## config.mk

```make
export PLATFORM = sky130hd
export DESIGN_NAME = glos_ctrl
export DESIGN_NICKNAME = d
export VERILOG_FILES = /design/src/sv/glos_pkg.sv /design/src/sv/glos_ctrl.sv
export SDC_FILE = /design/constraint.sdc
export NUM_CORES = 1
export LEC_CHECK = 0
export BUFFER_PORTS_ARGS = -buffer_cell sky130_fd_sc_hd__buf_4
export CAP_MARGIN = 20
export CORE_AREA = 10 10 47 49
export DETAILED_ROUTE_END_ITERATION = 12
export DIE_AREA = 0 0 57 59
export PLACE_DENSITY = 0.46
export RECOVER_POWER = 25
export SLEW_MARGIN = 20
export SYNTH_ARGS = -nofsm -noshare
export SYNTH_HDL_FRONTEND = slang
export SYNTH_SLANG_ARGS = --single-unit
```

## constraint.sdc

```tcl
create_clock -name clk -period 1.4 [get_ports clk]
set_clock_uncertainty 0.05 [all_clocks]
set_input_delay 0.21 -clock clk [delete_from_list [all_inputs] [get_ports clk]]
set_output_delay 0.21 -clock clk [all_outputs]
set_load 0.005 [all_outputs]
```

## src/sv/glos_pkg.sv

```systemverilog
package glos_pkg;

  localparam int MAP_ROWS_DEF = 256;
  localparam int MAP_COLS_DEF = 256;

  localparam int COORD_W     = 8;
  localparam int CFG_W       = 9;
  localparam int CFG_INDEX_W = 1;
  // decision term: covers +/- 2 * (2^COORD_W - 1)
  localparam int DELTA_W     = COORD_W + 3;

  localparam logic [CFG_W-1:0] ROW_COUNT_RST = 9'd256;
  localparam logic [CFG_W-1:0] COL_COUNT_RST = 9'd256;

  localparam logic [CFG_INDEX_W-1:0] REG_ROW_COUNT = 1'd0;
  localparam logic [CFG_INDEX_W-1:0] REG_COL_COUNT = 1'd1;

  localparam logic KIND_WRITE = 1'b0;

  typedef struct packed {
    logic               kind;
    logic [COORD_W-1:0] start_row;
    logic [COORD_W-1:0] start_col;
    logic [COORD_W-1:0] end_row;
    logic [COORD_W-1:0] end_col;
    logic               occupied;
  } item_t;

  typedef struct packed {
    logic line_clear;
    logic out_of_range;
  } result_t;

  typedef enum logic [2:0] {
    ST_IDLE,
    ST_CALC,
    ST_BASE,
    ST_WRITE,
    ST_WALK,
    ST_DRAIN,
    ST_FINISH
  } state_t;

  typedef struct packed {
    logic load;
    logic calc;
    logic base;
    logic mem_write;
    logic step;
    logic emit;
  } ctrl_t;

  typedef struct packed {
    logic is_write;
    logic write_ok;
    logic oor;
    logic last;
    logic res_free;
  } status_t;

endpackage

```

## src/sv/glos_ctrl.sv

```systemverilog
module glos_ctrl (
  input  logic              clk,
  input  logic              rst,
  input  logic              cmd_valid,
  output logic              cmd_stall,
  input  glos_pkg::status_t status,
  output glos_pkg::ctrl_t   ctrl
);

  glos_pkg::state_t state;
  glos_pkg::state_t state_next;

  always_ff @(posedge clk) begin
    if (rst) begin
      state <= glos_pkg::ST_IDLE;
    end else begin
      state <= state_next;
    end
  end

  always_comb begin
    state_next = state;
    unique case (state)
      glos_pkg::ST_IDLE: begin
        if (cmd_valid) state_next = glos_pkg::ST_CALC;
      end
      glos_pkg::ST_CALC: begin
        state_next = glos_pkg::ST_BASE;
      end
      glos_pkg::ST_BASE: begin
        if (status.is_write) begin
          state_next = status.write_ok ? glos_pkg::ST_WRITE : glos_pkg::ST_IDLE;
        end else begin
          state_next = status.oor ? glos_pkg::ST_FINISH : glos_pkg::ST_WALK;
        end
      end
      glos_pkg::ST_WRITE: begin
        state_next = glos_pkg::ST_IDLE;
      end
      glos_pkg::ST_WALK: begin
        if (status.last) state_next = glos_pkg::ST_DRAIN;
      end
      glos_pkg::ST_DRAIN: begin
        state_next = glos_pkg::ST_FINISH;
      end
      glos_pkg::ST_FINISH: begin
        if (status.res_free) state_next = glos_pkg::ST_IDLE;
      end
      default: begin
        state_next = glos_pkg::ST_IDLE;
      end
    endcase
  end

  always_comb begin
    ctrl      = '0;
    cmd_stall = 1'b1;
    unique case (state)
      glos_pkg::ST_IDLE: begin
        cmd_stall = 1'b0;
        ctrl.load = cmd_valid;
      end
      glos_pkg::ST_CALC:   ctrl.calc = 1'b1;
      glos_pkg::ST_BASE:   ctrl.base = 1'b1;
      glos_pkg::ST_WRITE:  ctrl.mem_write = 1'b1;
      glos_pkg::ST_WALK:   ctrl.step = 1'b1;
      glos_pkg::ST_DRAIN: begin
      end
      glos_pkg::ST_FINISH: ctrl.emit = status.res_free;
      default: begin
      end
    endcase
  end

endmodule

```

==> flow_summary.yaml <==
run_status:
  status: "finished clean"
yosys:
  seq_area_frac_synth_pct: 24.6
  synth_top_area_share_pct: 24.6
  syn-cell-area_um2: 244
  synth_mux_area_share_pct: 8.21
  synth_fp_nets: 40
  synth_simple_gate_area_share_pct: 35.9
  synth_top_cells_by_area: "dfxtp_1, mux2i_1, nor2_1"
  synth_top_family_by_area: "simple AND/OR/NAND/NOR gates"
  syn_avg_cell_area_um2: 7.62
  netlist_instances: 32
  synth_cell_type_count: 20
  synth-xor-area-share_pct: 0
  synth_seq_cells: 3
  yosys.area.top_type: "dfxtp_1"
  synth_compound_gate_area_share_pct: 24.1
  yosys_warnings: 0
  synthAdderAreaFrac_pct: 0
global_route:
  grt_overflow: 0
  track_usage_pct: 6.23
  grt_pass1_wl_um: 1640
  grt_pass1_vias: 363
  grt_max_degree: 8
  antenna_found_initial: 0
sta:
  finalHoldViolCount: 0
  rsz0062_at_grt: "yes"
  min_period_ps: 1400
  finalMaxSlewViolations: 0
  period_share_pct: 99.8
  max_slew.worst_pin.slew_ps: 276
  setup_violations: 0
  fmax_ghz: 0.716
  postLayoutSetupSlackWorst_ps: 2.74
  slew_headroom_pct: 81.1
critical_path:
  timing.rr.end: "state[1]"
  path_max_fanout: 2
  start_kind: "flop"
  critical_path.slowest_cell: "or3_4"
  path_cells: "or3_4 > nor2_2 > buf_4"
  cpPeakStageDelay_ps: 380
  r2r_start: "state[0]"
  endpoint_kind: "output port"
  r2r_slack_ps: 40
  path_class: "reg2out"
  crit_arrival_ps: 1140
  r2r_cells: 4
  required_ps: 1140
detailed_routing:
  vias: 312
  wirelength_um: 951
  drt_pass1_iterations: 3
  drc: 0
  wl_per_cell_um: 13.4
  viasPerCell: 4.39
  antenna_left: 0
  drt_iter0_drc: 6
clock_tree:
  ctsHoldBuffers: 0
  cts-root-buf: "clkbuf_4"
  clockBufferDepth: 2
  cts_tree: "done"
  h-tree-depth: 1
  cts_sinks: 3
  clkTransAtPathRegs_ps: 40
  clk-insertion-delay-late_ps: 230
  numCtsBuffers: 3
die:
  die-area_mm2: 0.00336
  start_util_pct: 17.4
  core_area_mm2: 0.00140
  die_h_um: 59
  io-pin-count: 15
  die_x_um: 57
  rows: 14
placed_design:
  port_buffers: 14
  place_hpwl_um: 606
  place.gp.congestion: 0.748
  place_ws_ps: 117
  dp.cells: 62
power_and_ir_drop:
  p_leak_nw: 0.218
  cellPowerDensity_mw_per_mm2: 1060
  peakVddDrop_v: 0.000612
  totalPowerFinal_w: 0.000511
finish:
  num-nets-final: 64
  regMostFlops: "state"
  area_delta_synth_final_pct: 96.9
  post_layout_nonfiller_instances: 71
  diodes: 0
  top_regs: "state (3)"
  largest_reg_flops: 3
  fillerInstances: 161
  drive_above_1_share_pct: 63.6
min_path:
  holdPathEnd: "state[1]"
  min_from: "rst"
  whs_path_depth: 2
  hold_path.class: "in2reg"
run:
  drv_cap: 0
[per-layer routing]
layer,vias up,wire (µm),part of all wire [%],track usage [%]
met2,10,477,50,9.30
met1,144,359,38,6.44
met5,-,0,0,0
met3,0,115,12,3.22
li1,158,-,-,-
met4,0,0,0,5.03
[what timing repair did]
action                                  CTS  global route
resized for setup                         6             8
endpoints found under the setup margin    6             5
buffers inserted                          5             0
pin swaps                                 2             1
cloned                                    0             0
[cell usage after synthesis (all sizes together)]
| cell | number |
|---|---|
| a21oi | 1 |
| a221oi | 1 |
| and2 | 1 |
| and4 | 1 |
| buf | 2 |
| dfxtp | 3 |
| inv | 2 |
| mux2i | 2 |
| nand2 | 1 |
| nand2b | 2 |
| nor2 | 5 |
| nor2b | 1 |
| nor3 | 2 |
| nor3b | 2 |
| o21ai | 2 |
| o21ba | 1 |
| o22a | 1 |
| o32a | 1 |
| or3 | 1 |
[power by group]
group,switching [W],internal [W],leakage [nW]
Combinational,0.0000995,0.000146,0.177
Sequential,0.0000140,0.000101,0.0264
Clock,0.0000440,0.000107,0.0150
[layout by cell type, fill, tap and decap left out, types with 2 or more instances in the layout]
cell,instances
nor2_2,2
mux2i_1,2
nor3_1,2
dfxtp_4,2
clkbuf_4,3
nor3b_1,2
nor2_1,2
o21ai_1,2
buf_4,20
[kinds of logic after synthesis]
family,after synthesis
multiplexers,2
buffers and inverters,4
AND/OR/NAND/NOR,16
AO/OA/AOI/OAI,7
flip-flops,3
[per-stage QoR]
stage / hold WS [ps] / utilization [%] / TNS, ps / instance area, µm²
2_1_floorplan: 226 / - / 0 / 244
3_3_place_gp: 346 / 26.7 / 0 / 374
3_5_place_dp: 350 / 26.7 / 0 / 374
4_1_cts: 90.4 / 32.2 / -33.0 / 452
5_1_grt: 103 / 34.3 / -77.5 / 480
6_report: 107 / 34.3 / 0 / 480
[worst max-delay path: cells and delay by family (launching register included)]
family	cells	cell delay (ps)
flip-flops	1	330
AND/OR/NAND/NOR	2	460
buffers and inverters	1	110
[cell type report]
cell class                 instances  area [µm²]  area share [%]
timing repair buffer              21         161            33.6
sequential                         3        68.8            14.3
multi-input combinational         25         194            40.4
clock buffer                       4        26.3            5.47
tap                               16        20.0            4.17
inverter                           2        10.0            2.08
[worst max path at each step]
stage / startpoint / cells after the start / slack (ps) / endpoint
floorplan: state[1] / 3 / 190 / ctrl[5]
global placement: state[1] / 3 / 140 / state[1]
detailed placement: state[1] / 3 / 120 / state[1]
CTS: state[0] / 3 / -30 / ctrl[5]
global route: state[0] / 3 / -40 / ctrl[5]
finish: state[0] / 3 / 3 / ctrl[5]
(Power assumes the default switching activity.)
